[src/rtl/cdmc_pkg.sv]
// ---------------------------------------------------------------------------
// cdmc_pkg: shared types and constants of the clock display mode controller
// Mode encoding, page and separator codes, item and result records.
// ---------------------------------------------------------------------------
`default_nettype none

package cdmc_pkg;

    // One-hot mode register
    typedef enum logic [10:0] {
        MODE_STARTUP    = 11'b000_0000_0001,
        MODE_TIME       = 11'b000_0000_0010,
        MODE_YEAR       = 11'b000_0000_0100,
        MODE_DATE       = 11'b000_0000_1000,
        MODE_WEEK       = 11'b000_0001_0000,
        MODE_BLANK      = 11'b000_0010_0000,
        MODE_SET_HOUR   = 11'b000_0100_0000,
        MODE_SET_MINUTE = 11'b000_1000_0000,
        MODE_SET_YEAR   = 11'b001_0000_0000,
        MODE_SET_MONTH  = 11'b010_0000_0000,
        MODE_SET_DAY    = 11'b100_0000_0000
    } mode_t;

    // Page codes as shown on the result channel
    localparam logic [3:0] PAGE_STARTUP    = 4'd0;
    localparam logic [3:0] PAGE_TIME       = 4'd1;
    localparam logic [3:0] PAGE_YEAR       = 4'd2;
    localparam logic [3:0] PAGE_DATE       = 4'd3;
    localparam logic [3:0] PAGE_WEEK       = 4'd4;
    localparam logic [3:0] PAGE_BLANK      = 4'd5;
    localparam logic [3:0] PAGE_SET_HOUR   = 4'd6;
    localparam logic [3:0] PAGE_SET_MINUTE = 4'd7;
    localparam logic [3:0] PAGE_SET_YEAR   = 4'd8;
    localparam logic [3:0] PAGE_SET_MONTH  = 4'd9;
    localparam logic [3:0] PAGE_SET_DAY    = 4'd10;

    // Middle character
    localparam logic [1:0] SEP_BLANK = 2'd0;
    localparam logic [1:0] SEP_COLON = 2'd1;
    localparam logic [1:0] SEP_DASH  = 2'd2;

    // Command kinds
    localparam logic CMD_TICK = 1'b0;
    localparam logic CMD_UI   = 1'b1;

    // Field bounds (7-bit to share one adjust function)
    localparam logic [6:0] HOUR_MAX   = 7'd23;
    localparam logic [6:0] MINUTE_MAX = 7'd59;
    localparam logic [6:0] YEAR_MAX   = 7'd99;
    localparam logic [6:0] MONTH_MAX  = 7'd12;
    localparam logic [6:0] DAY_MAX    = 7'd31;
    localparam logic [6:0] FIELD_ZERO = 7'd0;
    localparam logic [6:0] FIELD_ONE  = 7'd1;

    // Page rotation points on the seconds value
    localparam logic [5:0] SEC_TO_YEAR = 6'd5;
    localparam logic [5:0] SEC_TO_DATE = 6'd10;
    localparam logic [5:0] SEC_TO_WEEK = 6'd15;
    localparam logic [5:0] SEC_TO_TIME = 6'd20;

    localparam logic [14:0] STARTUP_TICKS_RST = 15'd20000;

    typedef struct packed {
        logic       cmd;
        logic       key_set;
        logic       key_plus;
        logic       key_minus;
        logic [4:0] rtc_hour;
        logic [5:0] rtc_minute;
        logic [5:0] rtc_second;
        logic [6:0] rtc_year;
        logic [3:0] rtc_month;
        logic [4:0] rtc_day;
        logic [2:0] rtc_week;
    } in_item_t;

    typedef struct packed {
        logic [3:0] page;
        logic [4:0] show_hour;
        logic [5:0] show_minute;
        logic [6:0] show_year;
        logic [3:0] show_month;
        logic [4:0] show_day;
        logic [2:0] show_week;
        logic [1:0] separator;
        logic       highlight_left;
        logic       highlight_right;
        logic       rtc_write;
    } result_t;

    function automatic logic [3:0] page_of(mode_t m);
        logic [3:0] p;
        begin
            case (m)
                MODE_STARTUP:    p = PAGE_STARTUP;
                MODE_TIME:       p = PAGE_TIME;
                MODE_YEAR:       p = PAGE_YEAR;
                MODE_DATE:       p = PAGE_DATE;
                MODE_WEEK:       p = PAGE_WEEK;
                MODE_BLANK:      p = PAGE_BLANK;
                MODE_SET_HOUR:   p = PAGE_SET_HOUR;
                MODE_SET_MINUTE: p = PAGE_SET_MINUTE;
                MODE_SET_YEAR:   p = PAGE_SET_YEAR;
                MODE_SET_MONTH:  p = PAGE_SET_MONTH;
                MODE_SET_DAY:    p = PAGE_SET_DAY;
                default:         p = PAGE_STARTUP;
            endcase
            return p;
        end
    endfunction

    // Step up below hi, then step down above lo
    function automatic logic [6:0] adjust(logic [6:0] v, logic up, logic down,
                                          logic [6:0] lo, logic [6:0] hi);
        logic [6:0] t;
        begin
            t = v;
            if (up && (t < hi))
            begin
                t = t + 7'd1;
            end
            if (down && (t > lo))
            begin
                t = t - 7'd1;
            end
            return t;
        end
    endfunction

endpackage

`default_nettype wire

[src/rtl/clock_display_mode_controller_top.sv]
// ---------------------------------------------------------------------------
// clock_display_mode_controller_top: page and edit controller of a digit clock
// Path: an accepted item is registered in the input reg, then its result in the
//   result reg; m_tvalid rises when the result reg is loaded.
// Throughput: one item per cycle while m_tready is high; one short update pass.
//   A held result stalls the input register (m_tready gates s_tready directly).
// Reset (rst_n low, async): startup page, count = startup_ticks = 20000,
//   held values cleared (month and day to 1), both stages empty.
// ---------------------------------------------------------------------------
`default_nettype none

module clock_display_mode_controller_top (
    input  wire logic        clk,
    input  wire logic        rst_n,
    // slave stream
    input  wire logic        s_tvalid,
    output logic             s_tready,
    // tdata, low bit up: key_set, key_plus, key_minus, rtc_hour[4:0],
    // rtc_minute[5:0], rtc_second[5:0], rtc_year[6:0], rtc_month[3:0],
    // rtc_day[4:0], rtc_week[2:0], pad
    input  wire logic [39:0] s_tdata,
    // tuser: cmd (0 tick, 1 UI step)
    input  wire logic        s_tuser,
    // master stream
    output logic             m_tvalid,
    input  wire logic        m_tready,
    // tdata, low bit up: page[3:0], show_hour[4:0], show_minute[5:0],
    // show_year[6:0], show_month[3:0], show_day[4:0], show_week[2:0],
    // separator[1:0], highlight_left, highlight_right, rtc_write, pad
    output logic [39:0]      m_tdata,
    // configuration: startup_ticks
    input  wire logic        cfg_valid,
    output logic             cfg_ready,
    input  wire logic [14:0] cfg_data
);
    import cdmc_pkg::*;

    in_item_t s_item;
    in_item_t item;
    logic     item_valid;
    logic     out_free;
    logic     step;
    result_t  res;
    result_t  res_q;

    // unpack the slave transfer
    assign s_item.cmd        = s_tuser;
    assign s_item.key_set    = s_tdata[0];
    assign s_item.key_plus   = s_tdata[1];
    assign s_item.key_minus  = s_tdata[2];
    assign s_item.rtc_hour   = s_tdata[7:3];
    assign s_item.rtc_minute = s_tdata[13:8];
    assign s_item.rtc_second = s_tdata[19:14];
    assign s_item.rtc_year   = s_tdata[26:20];
    assign s_item.rtc_month  = s_tdata[30:27];
    assign s_item.rtc_day    = s_tdata[35:31];
    assign s_item.rtc_week   = s_tdata[38:36];

    // item moves into the core when the result register can take it
    assign step = item_valid && out_free;

    // config must be written only while idle (the block does not enforce it); no back-pressure needed
    assign cfg_ready = 1'b1;

    cdmc_in_stage u_in (
        .clk        (clk),
        .rst_n      (rst_n),
        .s_valid    (s_tvalid),
        .s_ready    (s_tready),
        .s_item     (s_item),
        .consume    (step),
        .item_valid (item_valid),
        .item       (item)
    );

    cdmc_core u_core (
        .clk      (clk),
        .rst_n    (rst_n),
        .step     (step),
        .item     (item),
        .cfg_we   (cfg_valid && cfg_ready),
        .cfg_data (cfg_data),
        .res      (res)
    );

    cdmc_out_stage u_out (
        .clk     (clk),
        .rst_n   (rst_n),
        .load    (step),
        .res_in  (res),
        .free    (out_free),
        .m_valid (m_tvalid),
        .m_ready (m_tready),
        .res_out (res_q)
    );

    // pack the master transfer
    assign m_tdata[3:0]   = res_q.page;
    assign m_tdata[8:4]   = res_q.show_hour;
    assign m_tdata[14:9]  = res_q.show_minute;
    assign m_tdata[21:15] = res_q.show_year;
    assign m_tdata[25:22] = res_q.show_month;
    assign m_tdata[30:26] = res_q.show_day;
    assign m_tdata[33:31] = res_q.show_week;
    assign m_tdata[35:34] = res_q.separator;
    assign m_tdata[36]    = res_q.highlight_left;
    assign m_tdata[37]    = res_q.highlight_right;
    assign m_tdata[38]    = res_q.rtc_write;
    assign m_tdata[39]    = 1'b0;

endmodule

`default_nettype wire

[src/rtl/cdmc_in_stage.sv]
// ---------------------------------------------------------------------------
// cdmc_in_stage: input register
// Holds one accepted item until the core consumes it.
// ---------------------------------------------------------------------------
`default_nettype none

module cdmc_in_stage (
    input  wire logic              clk,
    input  wire logic              rst_n,
    input  wire logic              s_valid,
    output logic                   s_ready,
    input  wire cdmc_pkg::in_item_t s_item,
    input  wire logic              consume,
    output logic                   item_valid,
    output cdmc_pkg::in_item_t     item
);
    import cdmc_pkg::*;

    logic     valid_reg;
    logic     valid_next;
    in_item_t item_reg;

    assign s_ready    = !valid_reg || consume;
    assign valid_next = (s_valid && s_ready) ? 1'b1 : (consume ? 1'b0 : valid_reg);

    always_ff @(posedge clk or negedge rst_n)
    begin
        if (!rst_n)
        begin
            valid_reg <= 1'b0;
        end
        else
        begin
            valid_reg <= valid_next;
        end
    end

    always_ff @(posedge clk)
    begin
        if (s_valid && s_ready)
        begin
            item_reg <= s_item;
        end
    end

    assign item_valid = valid_reg;
    assign item       = item_reg;

endmodule

`default_nettype wire

[src/rtl/cdmc_core.sv]
// ---------------------------------------------------------------------------
// cdmc_core: mode state and held values
// Next-state logic for ticks and UI steps; builds the result of each step.
// ---------------------------------------------------------------------------
`default_nettype none

module cdmc_core (
    input  wire logic               clk,
    input  wire logic               rst_n,
    input  wire logic               step,
    input  wire cdmc_pkg::in_item_t item,
    input  wire logic               cfg_we,
    input  wire logic [14:0]        cfg_data,
    output cdmc_pkg::result_t       res
);
    import cdmc_pkg::*;

    mode_t       mode_reg,   mode_next;
    logic [14:0] ticks_reg;
    logic [14:0] count_reg,  count_next;
    logic [4:0]  hour_reg,   hour_next;
    logic [5:0]  minute_reg, minute_next;
    logic [5:0]  second_reg, second_next;
    logic [6:0]  year_reg,   year_next;
    logic [3:0]  month_reg,  month_next;
    logic [4:0]  day_reg,    day_next;
    logic [2:0]  week_reg,   week_next;
    logic        inv_l_reg,  inv_l_next;
    logic        inv_r_reg,  inv_r_next;
    logic [1:0]  sep;
    logic        wr;
    logic        editing;

    assign editing = (mode_reg == MODE_SET_HOUR) || (mode_reg == MODE_SET_MINUTE) ||
                     (mode_reg == MODE_SET_YEAR) || (mode_reg == MODE_SET_MONTH) ||
                     (mode_reg == MODE_SET_DAY);

    always_comb
    begin
        mode_next   = mode_reg;
        count_next  = count_reg;
        hour_next   = hour_reg;
        minute_next = minute_reg;
        second_next = second_reg;
        year_next   = year_reg;
        month_next  = month_reg;
        day_next    = day_reg;
        week_next   = week_reg;
        inv_l_next  = inv_l_reg;
        inv_r_next  = inv_r_reg;
        sep         = SEP_BLANK;
        wr          = 1'b0;

        if (item.cmd == CMD_TICK)
        begin
            if ((count_reg != 15'd0) && (mode_reg == MODE_STARTUP))
            begin
                count_next = count_reg - 15'd1;
            end
        end
        else
        begin
            if (!editing)
            begin
                hour_next   = item.rtc_hour;
                minute_next = item.rtc_minute;
                second_next = item.rtc_second;
                year_next   = item.rtc_year;
                month_next  = item.rtc_month;
                day_next    = item.rtc_day;
                week_next   = item.rtc_week;
            end

            case (mode_reg)
                MODE_STARTUP:
                begin
                    if (count_reg == 15'd0)
                    begin
                        mode_next = MODE_TIME;
                    end
                end
                MODE_TIME, MODE_YEAR, MODE_DATE, MODE_WEEK:
                begin
                    if (item.key_set)
                    begin
                        mode_next = MODE_SET_YEAR;
                    end
                    if (item.key_minus)
                    begin
                        mode_next = MODE_BLANK;
                    end
                    // seconds rotation overrides the keys
                    if (mode_reg == MODE_TIME)
                    begin
                        if (second_next == SEC_TO_YEAR)
                        begin
                            mode_next = MODE_YEAR;
                        end
                        sep = (!second_next[0] && (mode_next == MODE_TIME)) ?
                              SEP_COLON : SEP_BLANK;
                    end
                    else if (mode_reg == MODE_YEAR)
                    begin
                        if (second_next == SEC_TO_DATE)
                        begin
                            mode_next = MODE_DATE;
                        end
                    end
                    else if (mode_reg == MODE_DATE)
                    begin
                        if (second_next == SEC_TO_WEEK)
                        begin
                            mode_next = MODE_WEEK;
                        end
                        sep = SEP_DASH;
                    end
                    else
                    begin
                        if (second_next == SEC_TO_TIME)
                        begin
                            mode_next = MODE_TIME;
                        end
                    end
                end
                MODE_BLANK:
                begin
                    if (item.key_plus)
                    begin
                        mode_next = MODE_TIME;
                    end
                end
                MODE_SET_HOUR:
                begin
                    sep        = SEP_COLON;
                    inv_l_next = !item.key_set;
                    if (item.key_set)
                    begin
                        mode_next = MODE_SET_MINUTE;
                    end
                    hour_next = 5'(adjust({2'b00, hour_reg}, item.key_plus, item.key_minus,
                                          FIELD_ZERO, HOUR_MAX));
                end
                MODE_SET_MINUTE:
                begin
                    sep        = SEP_COLON;
                    inv_r_next = !item.key_set;
                    if (item.key_set)
                    begin
                        second_next = 6'd0;
                        wr          = 1'b1;
                        mode_next   = MODE_TIME;
                    end
                    else
                    begin
                        minute_next = 6'(adjust({1'b0, minute_reg}, item.key_plus,
                                                item.key_minus, FIELD_ZERO, MINUTE_MAX));
                    end
                end
                MODE_SET_YEAR:
                begin
                    inv_r_next = !item.key_set;
                    if (item.key_set)
                    begin
                        mode_next = MODE_SET_MONTH;
                    end
                    year_next = adjust(year_reg, item.key_plus, item.key_minus,
                                       FIELD_ZERO, YEAR_MAX);
                end
                MODE_SET_MONTH:
                begin
                    sep        = SEP_DASH;
                    inv_l_next = !item.key_set;
                    if (item.key_set)
                    begin
                        mode_next = MODE_SET_DAY;
                    end
                    month_next = 4'(adjust({3'b000, month_reg}, item.key_plus,
                                           item.key_minus, FIELD_ONE, MONTH_MAX));
                end
                MODE_SET_DAY:
                begin
                    sep        = SEP_DASH;
                    inv_r_next = !item.key_set;
                    if (item.key_set)
                    begin
                        mode_next = MODE_SET_HOUR;
                    end
                    day_next = 5'(adjust({2'b00, day_reg}, item.key_plus, item.key_minus,
                                         FIELD_ONE, DAY_MAX));
                end
                default:
                begin
                    mode_next = mode_reg;
                end
            endcase
        end
    end

    always_ff @(posedge clk or negedge rst_n)
    begin
        if (!rst_n)
        begin
            mode_reg   <= MODE_STARTUP;
            ticks_reg  <= STARTUP_TICKS_RST;
            count_reg  <= STARTUP_TICKS_RST;
            hour_reg   <= 5'd0;
            minute_reg <= 6'd0;
            second_reg <= 6'd0;
            year_reg   <= 7'd0;
            month_reg  <= 4'd1;
            day_reg    <= 5'd1;
            week_reg   <= 3'd0;
            inv_l_reg  <= 1'b0;
            inv_r_reg  <= 1'b0;
        end
        else
        begin
            if (cfg_we)
            begin
                ticks_reg <= cfg_data;
                count_reg <= cfg_data;
            end
            else if (step)
            begin
                count_reg <= count_next;
            end
            if (step)
            begin
                mode_reg   <= mode_next;
                hour_reg   <= hour_next;
                minute_reg <= minute_next;
                second_reg <= second_next;
                year_reg   <= year_next;
                month_reg  <= month_next;
                day_reg    <= day_next;
                week_reg   <= week_next;
                inv_l_reg  <= inv_l_next;
                inv_r_reg  <= inv_r_next;
            end
        end
    end

    always_comb
    begin
        res.page            = page_of(mode_next);
        res.show_hour       = hour_next;
        res.show_minute     = minute_next;
        res.show_year       = year_next;
        res.show_month      = month_next;
        res.show_day        = day_next;
        res.show_week       = week_next;
        res.separator       = sep;
        res.highlight_left  = inv_l_next;
        res.highlight_right = inv_r_next;
        res.rtc_write       = wr;
    end

    // mode only moves on a UI step
    a_mode_ui_only: assert property (@(posedge clk) disable iff (!rst_n)
        !(step && (item.cmd == CMD_UI)) |=> $stable(mode_reg))
        else $error("mode changed without a UI step");

    // start-up counter only moves on a tick or a register write
    a_count_src: assert property (@(posedge clk) disable iff (!rst_n)
        !(step && (item.cmd == CMD_TICK)) && !cfg_we |=> $stable(count_reg))
        else $error("startup counter changed without a tick");

    // a clock write leaves the time page with seconds cleared
    a_write_exit: assert property (@(posedge clk) disable iff (!rst_n)
        step && wr |=> (mode_reg == MODE_TIME) && (second_reg == 6'd0))
        else $error("clock write without leaving minute edit");

    // the register copy follows every write
    a_ticks_load: assert property (@(posedge clk) disable iff (!rst_n)
        cfg_we |=> (ticks_reg == $past(cfg_data)))
        else $error("startup_ticks not loaded");

endmodule

`default_nettype wire

[src/rtl/cdmc_out_stage.sv]
// ---------------------------------------------------------------------------
// cdmc_out_stage: result register
// Holds one result until the downstream side takes it.
// ---------------------------------------------------------------------------
`default_nettype none

module cdmc_out_stage (
    input  wire logic              clk,
    input  wire logic              rst_n,
    input  wire logic              load,
    input  wire cdmc_pkg::result_t res_in,
    output logic                   free,
    output logic                   m_valid,
    input  wire logic              m_ready,
    output cdmc_pkg::result_t      res_out
);
    import cdmc_pkg::*;

    logic    valid_reg;
    logic    valid_next;
    result_t res_reg;

    assign free       = !valid_reg || m_ready;
    assign valid_next = load ? 1'b1 : (m_ready ? 1'b0 : valid_reg);

    always_ff @(posedge clk or negedge rst_n)
    begin
        if (!rst_n)
        begin
            valid_reg <= 1'b0;
        end
        else
        begin
            valid_reg <= valid_next;
        end
    end

    always_ff @(posedge clk)
    begin
        if (load)
        begin
            res_reg <= res_in;
        end
    end

    assign m_valid = valid_reg;
    assign res_out = res_reg;

endmodule

`default_nettype wire

[config.mk]
export PLATFORM = sky130hd
export DESIGN_NAME = clock_display_mode_controller_top
export DESIGN_NICKNAME = d
export VERILOG_FILES = /design/src/rtl/cdmc_pkg.sv /design/src/rtl/clock_display_mode_controller_top.sv /design/src/rtl/cdmc_in_stage.sv /design/src/rtl/cdmc_core.sv /design/src/rtl/cdmc_out_stage.sv
export SDC_FILE = /design/constraint.sdc
export NUM_CORES = 1
export LEC_CHECK = 0
export BUFFER_PORTS_ARGS = -buffer_cell sky130_fd_sc_hd__buf_2
export CAP_MARGIN = 20
export CORE_AREA = 2 2 172 174
export CTS_CLUSTER_DIAMETER = 40
export DETAILED_ROUTE_END_ITERATION = 8
export DIE_AREA = 0 0 174 176
export PLACE_DENSITY_LB_ADDON = 0.2
export SLEW_MARGIN = 20
export SYNTH_ARGS = -nofsm -noshare
export SYNTH_HDL_FRONTEND = slang
export SYNTH_SLANG_ARGS = --single-unit
[constraint.sdc]
create_clock -name clk -period 3.91 [get_ports clk]
set_input_delay 0.391 -clock clk [delete_from_list [all_inputs] [get_ports clk]]
set_output_delay 0.391 -clock clk [all_outputs]
set_load 0.02 [all_outputs]
==> results of run 1 <==
## metal layers
| layer | up-vias | GRT usage | part of all wire |
|---|---|---|---|
| met4 | 0 | 0.0392 | 0.0085 |
| met1 | 3231 | 0.216 | 0.50 |
| li1 | 3375 | - | - |
| met2 | 168 | 0.228 | 0.44 |
| met5 | - | 0 | 0 |
| met3 | 17 | 0.0362 | 0.051 |
## through the flow
stage | instance area [um2] | total power, mW
after CTS | 9990 | 8.03
after floorplan | 8500 | 5.42
after global routing | 9990 | 8.63
final | 9990 | 7.98
after detailed placement | 9450 | 6.46
after global placement | 9450 | 6.43
## logic make-up after synthesis
kind of cell / Yosys count / share of synthesized area
buffers and inverters: 76 / 0.0369
AND/OR/NAND/NOR: 320 / 0.189
XOR/XNOR: 54 / 0.0556
flip-flops: 145 / 0.474
AO/OA/AOI/OAI: 224 / 0.173
adder cells (fa/ha/maj): 16 / 0.0235
multiplexers: 37 / 0.0465
other: 2 / 0.000883
## cell usage after synthesis, types with 13 or more instances
| library cell | count |
|---|---|
| a21oi_1 | 45 |
| clkbuf_1 | 42 |
| dfrtp_1 | 58 |
| edfxtp_1 | 79 |
| ha_1 | 16 |
| inv_1 | 20 |
| mux2_2 | 20 |
| mux2i_1 | 17 |
| nand2_1 | 102 |
| nand2b_1 | 16 |
| nand3_1 | 24 |
| nor2_1 | 83 |
| nor3_1 | 16 |
| o21ai_0 | 60 |
| o22ai_1 | 13 |
| xnor2_1 | 32 |
| xor2_1 | 22 |
## repair_timing
item                       in CTS  in global routing
setup endpoints to repair       0                  6
hold endpoints to repair        0                  0
hold buffers                    0                  0
gates resized for setup         0                  1
## worst register-to-register path, delay by kind of cell, from the launching register on
family,cells,cell delay (ns)
adders and majority gates,1,0.23
AOI/OAI and AO/OA,4,0.65
DFF,1,0.47
muxes,2,0.72
and+or+nand+nor,5,1.19
## final cells by class
class,instances,area share
Multi-Input combinational cell,653,0.416
Inverter,21,0.00789
Timing Repair Buffer,124,0.0694
Clock inverter,15,0.0120
Tap cell,384,0.0481
Sequential cell,145,0.404
Clock buffer,17,0.0426
## worst max-delay path by stage
stage	startpoint	to	slack (ns)	depth (start not counted)
2_1_floorplan	u_core.year_reg[5]	u_out.res_out[22]	0.40	12
3_3_place_gp	u_core.year_reg[0]	u_out.res_out[22]	0.34	12
3_5_place_dp	u_core.year_reg[0]	u_out.res_out[22]	0.31	12
4_1_cts	u_core.year_reg[0]	u_out.res_out[22]	0.26	12
5_1_grt	u_core.year_reg[0]	u_out.res_out[17]	0.006	13
6_report	u_core.year_reg[0]	u_out.res_out[22]	0.38	12
## power groups by stage
stage	clock network [mW]	registers [mW]	logic, mW
finish	1.53	2.58	3.86
global route	1.64	2.65	4.34
global placement	0	2.60	3.83
floorplan	0	2.50	2.92
detailed placement	0	2.60	3.86
CTS	1.57	2.58	3.88
==> key figures, run 1 <==
Clock network
  – Clock root buffer: clkbuf_16
  – Post-CTS Setup Inserts: 0
  – Clock tree from TritonCTS: done
  – Clock transition at path regs: 0.06 ns
  – Total CTS buffers: 17
  – CTS max path bufs: 2
  – Sink Count: 145
  – Clk_lat worst skew: 0.43 ns
  – H-tree Lvls: 4

Critical path
  – Crit-path leading delay family: simple AND/OR/NAND/NOR gates
  – Worst EP arrival: 3.68 ns
  – Reg2reg start: u_core.year_reg[0]
  – Worst Setup End Kind: flip-flop
  – Crit path max-delay cell type: dfrtp_1
  – Reg2reg end: u_out.res_out[22]
  – Required time of the critical path: 4.06 ns
  – Buf+Inv Stages, Crit Path: 0
  – CP Launch Type: flip-flop
  – Crit-path max FO: 8
  – Crit path largest cell delay: 0.47 ns
  – Crit-path cells: and2_1 -> nor4_1 -> o21ai_1 -> mux2i_1 -> ha_1 -> nand2b_1 -> or4_1 -> o21ai_0 -> or3_1 -> mux2_2 -> o22ai_1 -> a21oi_1
  – Critical path class: reg2reg
  – Reg2reg path depth: 12
  – Reg2reg setup slack: 0.38 ns

Floorplanning
  – Num ports: 104
  – # rows: 62
  – Die Wd: 174 um
  – Total Die Area: 30600 um2
  – Total core area: 28500 um2
  – Starting Density: 0.298
  – Die H: 176 um

Global routing
  – Overflow after GRT: 0
  – Total GRT Usage: 0.151
  – Largest net degree at the start of global routing: 53
  – Number of global-route vias before repair: 6542
  – Initial antenna violation count: 0
  – Global-route wire length before repair: 36100 um

Route
  – Number of remaining DRC errors: 0
  – Vias post-DR: 6791
  – Drt wl/cell: 16.7 um
  – Initial drt markers: 495
  – Vias per cell: 5.00
  – Detailed Routing Iterations Pass 1: 6
  – Routed Antenna Nets: 0
  – Detailed Route WL: 22700 um

Layout
  – Synth-to-layout area growth: 17.5%
  – Final Instance Count excl. Fillers: 1359
  – Footprint of the multi-input gates: 4160 um2
  – Post-layout util: 0.350
  – Most frequent cells in the layout: nand2_1 (102), buf_2 (100), nor2_1 (82)
  – Layout cells sized above 1: 0.211
  – Final #Nets: 1039
  – Fill count: 2976
  – Most common library cell in the layout ignoring fill and taps: nand2_1
  – ANT cells: 0
  – Register Area: 4030 um2
  – Max FFs per register: 40

Pwr
  – Share of power burned in registers: 0.323
  – PD cells: 798 nW/um2
  – Max IR drop VDD: 324 uV
  – Clock network power share: 0.192
  – P_sw: 3.45 mW
  – Sw Share: 0.432
  – Pleak: 4.01 nW
  – Combinational share of power: 0.484
  – Pint: 4.53 mW

Synthesis
  – Top cells by area, synth: edfxtp_1 (28%), dfrtp_1 (17%), nand2_1 (4.5%)
  – Syn Inst Count: 874
  – Post-synth net total: 951
  – Register area share after synthesis: 0.474
  – Cell area after synthesis: 8500 um2
  – Number of flops mapped to enable cells by yosys: 79
  – Mean Syn Cell Area: 9.73 um2
  – Synth Register Bits: 145
  – Distinct cells, synth: 83
  – Top_reg_cell synth: edfxtp_1
  – Ys async rst share: 0.455
  – YS warnings: 0
  – Top cell type by total area after synthesis: edfxtp_1
  – Post-synth top area share: 0.279

Placed design
  – GP Congestion: 0.827
  – PortBufs: 100
  – Dpl hpwl: 15700 um
  – Place WS: 0.308 ns
  – Placed Instances: 1327

STA
  – Final setup violation count: 0
  – Hold Worst Slack: 0.0516 ns
  – RSZ-0062 raised after global routing: false
  – Period minus WS final: 3.53 ns
  – Setup TNS: 0 ns
  – Final period util: 0.903
  – Max-slew headroom: 0.323
  – Final hold viol count: 0
  – Clock skew: 0.0155 ns
  – F_max: 0.283 GHz
  – Worst slew pin tran: 1.02 ns
  – Pins Over Slew Limit: 0
  – Post-route setup slack: 0.380 ns

Job
  – Max Cap Viol: 0

Run status
  – Outcome: finished clean

Worst hold path
  – HP Class: in2async
No activity file was read; power rests on OpenSTA's default activity.
==> inputs of run 2 (changes only) <==
--- a/config.mk
+++ b/config.mk
@@ -12,6 +12,7 @@
 export DETAILED_ROUTE_END_ITERATION = 8
 export DIE_AREA = 0 0 174 176
 export PLACE_DENSITY_LB_ADDON = 0.2
+export RECOVER_POWER = 100
 export SLEW_MARGIN = 20
 export SYNTH_ARGS = -nofsm -noshare
 export SYNTH_HDL_FRONTEND = slang
==> run 2 against run 1 <==
The flow now finishes with violations (max-capacitance violations, max-slew violations); cell area shrank 1.2%; critical path type unchanged; combinational power shrank 3%; sequential power is essentially flat; first-iteration DRC count grew 7.7%; non-clock buffer count is the same.
==> key figures, run 2 (synthesized netlist as in run 1, its figures left out) <==
Route
  – Routed Antenna Nets: 0
  – Detailed Route WL: 22700 um
  – Vias post-DR: 6815
  – Vias per cell: 5.01
  – Detailed Routing Iterations Pass 1: 9
  – Number of remaining DRC errors: 0
  – Drt wl/cell: 16.7 um
  – Initial drt markers: 533

STA
  – Final hold viol count: 0
  – Setup TNS: 0 ns
  – Final setup violation count: 0
  – Worst slew pin tran: 2.81 ns
  – Hold Worst Slack: 0.137 ns
  – Max-slew headroom: -0.874
  – Pins Over Slew Limit: 110
  – Final period util: 0.925
  – F_max: 0.277 GHz
  – RSZ-0062 raised after global routing: false
  – Clock skew: 0.0128 ns
  – Period minus WS final: 3.62 ns

Clock network
  – Clock transition at path regs: 0.06 ns
  – H-tree Lvls: 4
  – CTS max path bufs: 2
  – Total CTS buffers: 17
  – Clock tree from TritonCTS: done
  – Sink Count: 145
  – Clock root buffer: clkbuf_16
  – Clk_lat worst skew: 0.43 ns
  – Post-CTS Setup Inserts: 0

Critical path
  – Worst Setup End Kind: flip-flop
  – Worst EP arrival: 3.95 ns
  – Required time of the critical path: 4.25 ns
  – Crit-path max FO: 9
  – Worst Setup SP: u_core.mode_reg[2]
  – CP Launch Type: flip-flop
  – Critical path class: reg2reg
  – Reg2reg start: u_core.mode_reg[2]

Global routing
  – Met2 Resource Use GR: 0.228
  – GR Util met1: 0.216
  – Global-route wire length before repair: 36100 um
  – Number of global-route vias before repair: 6542
  – Initial antenna violation count: 0
  – Largest net degree at the start of global routing: 53
  – GR peak layer: met2
  – Total GRT Usage: 0.151
  – M3 GR Usage: 0.0362
  – Overflow after GRT: 0

Floorplanning
  – Total core area: 28500 um2
  – # rows: 62
  – Total Die Area: 30600 um2
  – Die Wd: 174 um
  – Die H: 176 um
  – Starting Density: 0.298
  – Num ports: 104

Layout
  – ANT cells: 0
  – Most common library cell in the layout ignoring fill and taps: nand2_1
  – Final #Nets: 1039
  – Layout cells sized above 1: 0.151
  – Final Instance Count excl. Fillers: 1359
  – Fill count: 3004
  – Synth-to-layout area growth: 16.1%
  – Max FFs per register: 40
  – Most frequent cells in the layout: nand2_1 (102), nor2_1 (82), edfxtp_1 (79)

Pwr
  – Pleak: 3.88 nW
  – PD cells: 799 nW/um2
  – Max IR drop VDD: 322 uV

Worst hold path
  – HP Class: in2reg
  – HP Start: s_tdata[3]

Run status
  – Outcome: finished with violations
  – Violated checks: max-capacitance violations, max-slew violations

Placed design
  – Placed Instances: 1327
  – PortBufs: 100
  – Dpl hpwl: 15700 um
  – GP Congestion: 0.827

Job
  – Max Cap Viol: 3
-- run 2: cell types whose count changed in the layout (fill, tap and decap cells not counted), moves of 3 or more --
cell	previous run	this run
buf_4	23	18
mux2_1	0	4
clkbuf_1	0	47
o21ai_0	59	62
mux2_2	20	16
buf_2	100	57
-- run 2: final cells by class --
| class | instances | area (um2) | area share |
|---|---|---|---|
| Multi-Input combinational cell | 653 | 4120 | 0.417 |
| Tap cell | 384 | 480 | 0.0487 |
| Sequential cell | 145 | 4030 | 0.409 |
| Timing Repair Buffer | 124 | 614 | 0.0622 |
| Inverter | 21 | 78.8 | 0.00798 |
| Clock inverter | 15 | 120 | 0.0122 |
| Clock buffer | 17 | 425 | 0.0431 |
-- run 2: final timing paths --
path	depth (start not counted)	endpoint	slack (ns)
hold reg to reg	2	u_core.inv_r_reg	0.48
min in group asynchronous	1	u_core.week_reg[2]	0.46
hold / removal	1	u_in.item[31]	0.14
setup reg to reg	9	u_core.count_reg[11]	0.29
setup / recovery	9	u_core.count_reg[11]	0.29
max in group asynchronous	2	u_core.minute_reg[2]	0.83
-- run 2: stage by stage --
step                utilization  setup slack [ns]  power (mW)  cell area (um2)
detailed placement        0.331             0.308        6.46             9450
floorplan                     -             0.404        5.42             8500
global placement          0.331             0.344        6.43             9450
finish                    0.346             0.295        7.89             9870
CTS                       0.350             0.264        8.03             9990
global route              0.346           0.00434        8.54             9870
-- run 2: critical path, stage by stage, from the launching register on --
cell and delay, ns:
dfrtp_1 0.47, or4_1 0.73, or3_1 0.50, nor4_1 0.81, nand2_2 0.15, nor3_2 0.31, nand2b_1 0.15, nor4_2 0.18
xnor2_1 0.14, o21ai_0 0.08
-- run 2: metal layers --
layer	routed length, um	share of wire
met2	10100	0.45
met4	132	0.0058
met5	0	0
met1	11400	0.50
met3	1060	0.047
-- run 2: where the power goes --
group	switching, mW	internal, mW	leakage (nW)	total, mW
logic	2.30	1.46	2.06	3.76
registers	0.472	2.12	1.55	2.59
clock network	0.667	0.868	0.265	1.53
total	3.44	4.45	3.88	7.89
-- run 2: timing repair --
item | in CTS | in global routing
setup endpoints to repair | 0 | 6
gates resized for setup | 0 | 1
hold buffers | 0 | 0
==> inputs of run 3 (changes only) <==
--- a/config.mk
+++ b/config.mk
@@ -7,6 +7,8 @@
 export LEC_CHECK = 0
 export BUFFER_PORTS_ARGS = -buffer_cell sky130_fd_sc_hd__buf_2
 export CAP_MARGIN = 20
+export CELL_PAD_IN_SITES_DETAIL_PLACEMENT = 1
+export CELL_PAD_IN_SITES_GLOBAL_PLACEMENT = 1
 export CORE_AREA = 2 2 172 174
 export CTS_CLUSTER_DIAMETER = 40
 export DETAILED_ROUTE_END_ITERATION = 8
==> run 3 against run 2 <==
The run still ends with max-capacitance violations, max-slew violations left; cell area is 1.1% higher; first-iteration DRC count down 35%; sequential power about the same; routed wire length up 11%; die area stayed put; non-clock buffer count rose by 6; core utilization grew 0.39 points; clock-buffer cell count is 5 higher.
==> key figures, run 3 (synthesized netlist as in run 1, its figures left out) <==
Floorplanning
  – Num ports: 104
  – # rows: 62
  – Total core area: 28500 um2
  – Die H: 176 um
  – Die Wd: 174 um
  – Starting Density: 0.298
  – Total Die Area: 30600 um2

STA
  – Final hold viol count: 0
  – Hold Worst Slack: 0.128 ns
  – Clock skew: 0.0176 ns
  – Worst slew pin tran: 1.98 ns
  – Final setup violation count: 0
  – Period minus WS final: 3.63 ns
  – Final period util: 0.927
  – Setup TNS: 0 ns
  – Pins Over Slew Limit: 93
  – Max-slew headroom: -0.317
  – RSZ-0062 raised after global routing: false
  – F_max: 0.276 GHz

Layout
  – Most common library cell in the layout ignoring fill and taps: nand2_1
  – Max FFs per register: 40
  – Synth-to-layout area growth: 17.4%
  – ANT cells: 0
  – Final #Nets: 1045
  – Final Instance Count excl. Fillers: 1365
  – Post-layout util: 0.350
  – Post-route cell area: 9990 um2
  – Most frequent cells in the layout: nand2_1 (103), nor2_1 (82), edfxtp_1 (79)
  – Layout cells sized above 1: 0.151

Placed design
  – GP Congestion: 0.785
  – Placed Instances: 1333
  – PortBufs: 100
  – Placed cell area: 9480 um2
  – Dpl hpwl: 17600 um

Global routing
  – Number of global-route vias before repair: 7342
  – Initial antenna violation count: 0
  – Overflow after GRT: 0
  – Global-route wire length before repair: 40900 um
  – Largest net degree at the start of global routing: 67
  – Total GRT Usage: 0.170

Route
  – Routed Antenna Nets: 0
  – Initial drt markers: 347
  – Vias per cell: 5.10
  – Vias post-DR: 6956
  – Detailed Route WL: 25300 um
  – Number of remaining DRC errors: 0
  – Drt wl/cell: 18.5 um
  – Detailed Routing Iterations Pass 1: 5

Clock network
  – Clock tree from TritonCTS: done
  – CTS max path bufs: 2
  – Hold_buf cts: 0
  – Clk_lat worst skew: 0.43 ns
  – Sink Count: 145
  – H-tree Lvls: 4
  – Clock root buffer: clkbuf_16
  – Clock transition at path regs: 0.07 ns
  – Total CTS buffers: 17

Pwr
  – Pleak: 3.92 nW
  – PD cells: 824 nW/um2
  – Max IR drop VDD: 421 uV

Worst hold path
  – HP Class: in2reg
  – Depth of the worst hold-timing path: 1

Critical path
  – Worst EP arrival: 3.87 ns
  – CP Launch Type: flip-flop
  – Required time of the critical path: 4.15 ns
  – Reg2reg path depth: 10
  – Critical path class: reg2reg
  – Crit-path max FO: 11
  – Worst Setup End Kind: flip-flop

Job
  – Max Cap Viol: 2

Run status
  – Outcome: finished with violations
  – Violated checks: max-capacitance violations, max-slew violations
==> run 3: cell count changes in the layout (fill, tap and decap cells not counted), moves of 3 or more <==
| cell | change |
|---|---|
| buf_2 | -4 |
| clkbuf_1 | +6 |
| buf_4 | +5 |
| clkinv_1 | -3 |
==> run 3: cell type report <==
class,count,area [um2]
clock buffers,22,497
inverters,21,78.8
repair buffers,130,644
flip-flops and latches,145,4030
clock inverters,10,119
fillers,3345,18600
multi-input cells,653,4130
well taps,384,480
==> run 3: metrics by stage <==
step,setup slack (ns),total power [mW]
floorplan,0.404,5.42
global route,0.0727,8.91
finish,0.284,8.23
global placement,0.424,6.54
CTS,0.318,8.40
detailed placement,0.353,6.60
==> run 3: routing by layer <==
layer / track usage / wire (um)
met1: 0.223 / 11900
met2: 0.293 / 12300
met3: 0.0278 / 765
met4: 0.0403 / 262
met5: 0 / 0
==> run 3: worst paths after layout <==
path	from	endpoint	slack, ns
max in group asynchronous	rst_n	u_core.mode_reg[6]	2.24
worst min-delay path	s_tdata[0]	u_in.item[38]	0.13
worst min register to register	u_core.inv_r_reg	u_core.inv_r_reg	0.47
min in group asynchronous	rst_n	u_core.minute_reg[4]	0.52
worst max register to register	u_core.mode_reg[3]	u_out.res_out[36]	0.28
worst max-delay path	u_core.mode_reg[3]	u_out.res_out[36]	0.28
==> run 3: worst max-delay path, cell delays in order, from the launching register on <==
cell and delay (ns):
dfrtp_1 0.50, or4_1 0.72, nand2b_4 0.23, a21oi_1 0.35
mux2_2 0.39, a22o_1 0.25, a22oi_2 0.19, nand2_1 0.12
and3b_1 0.29, o21ai_1 0.09, a211oi_1 0.30
==> run 3: timing repair <==
item,CTS,global route
setup endpoints to repair,0,1
gates resized for setup,0,1
buffers inserted,0,0
endpoints found under the hold margin,0,0
==> run 3: where the power goes <==
group / switching [mW] / internal, mW
combinational: 2.42 / 1.51
clock: 0.700 / 1.04
sequential: 0.455 / 2.11
total: 3.57 / 4.66
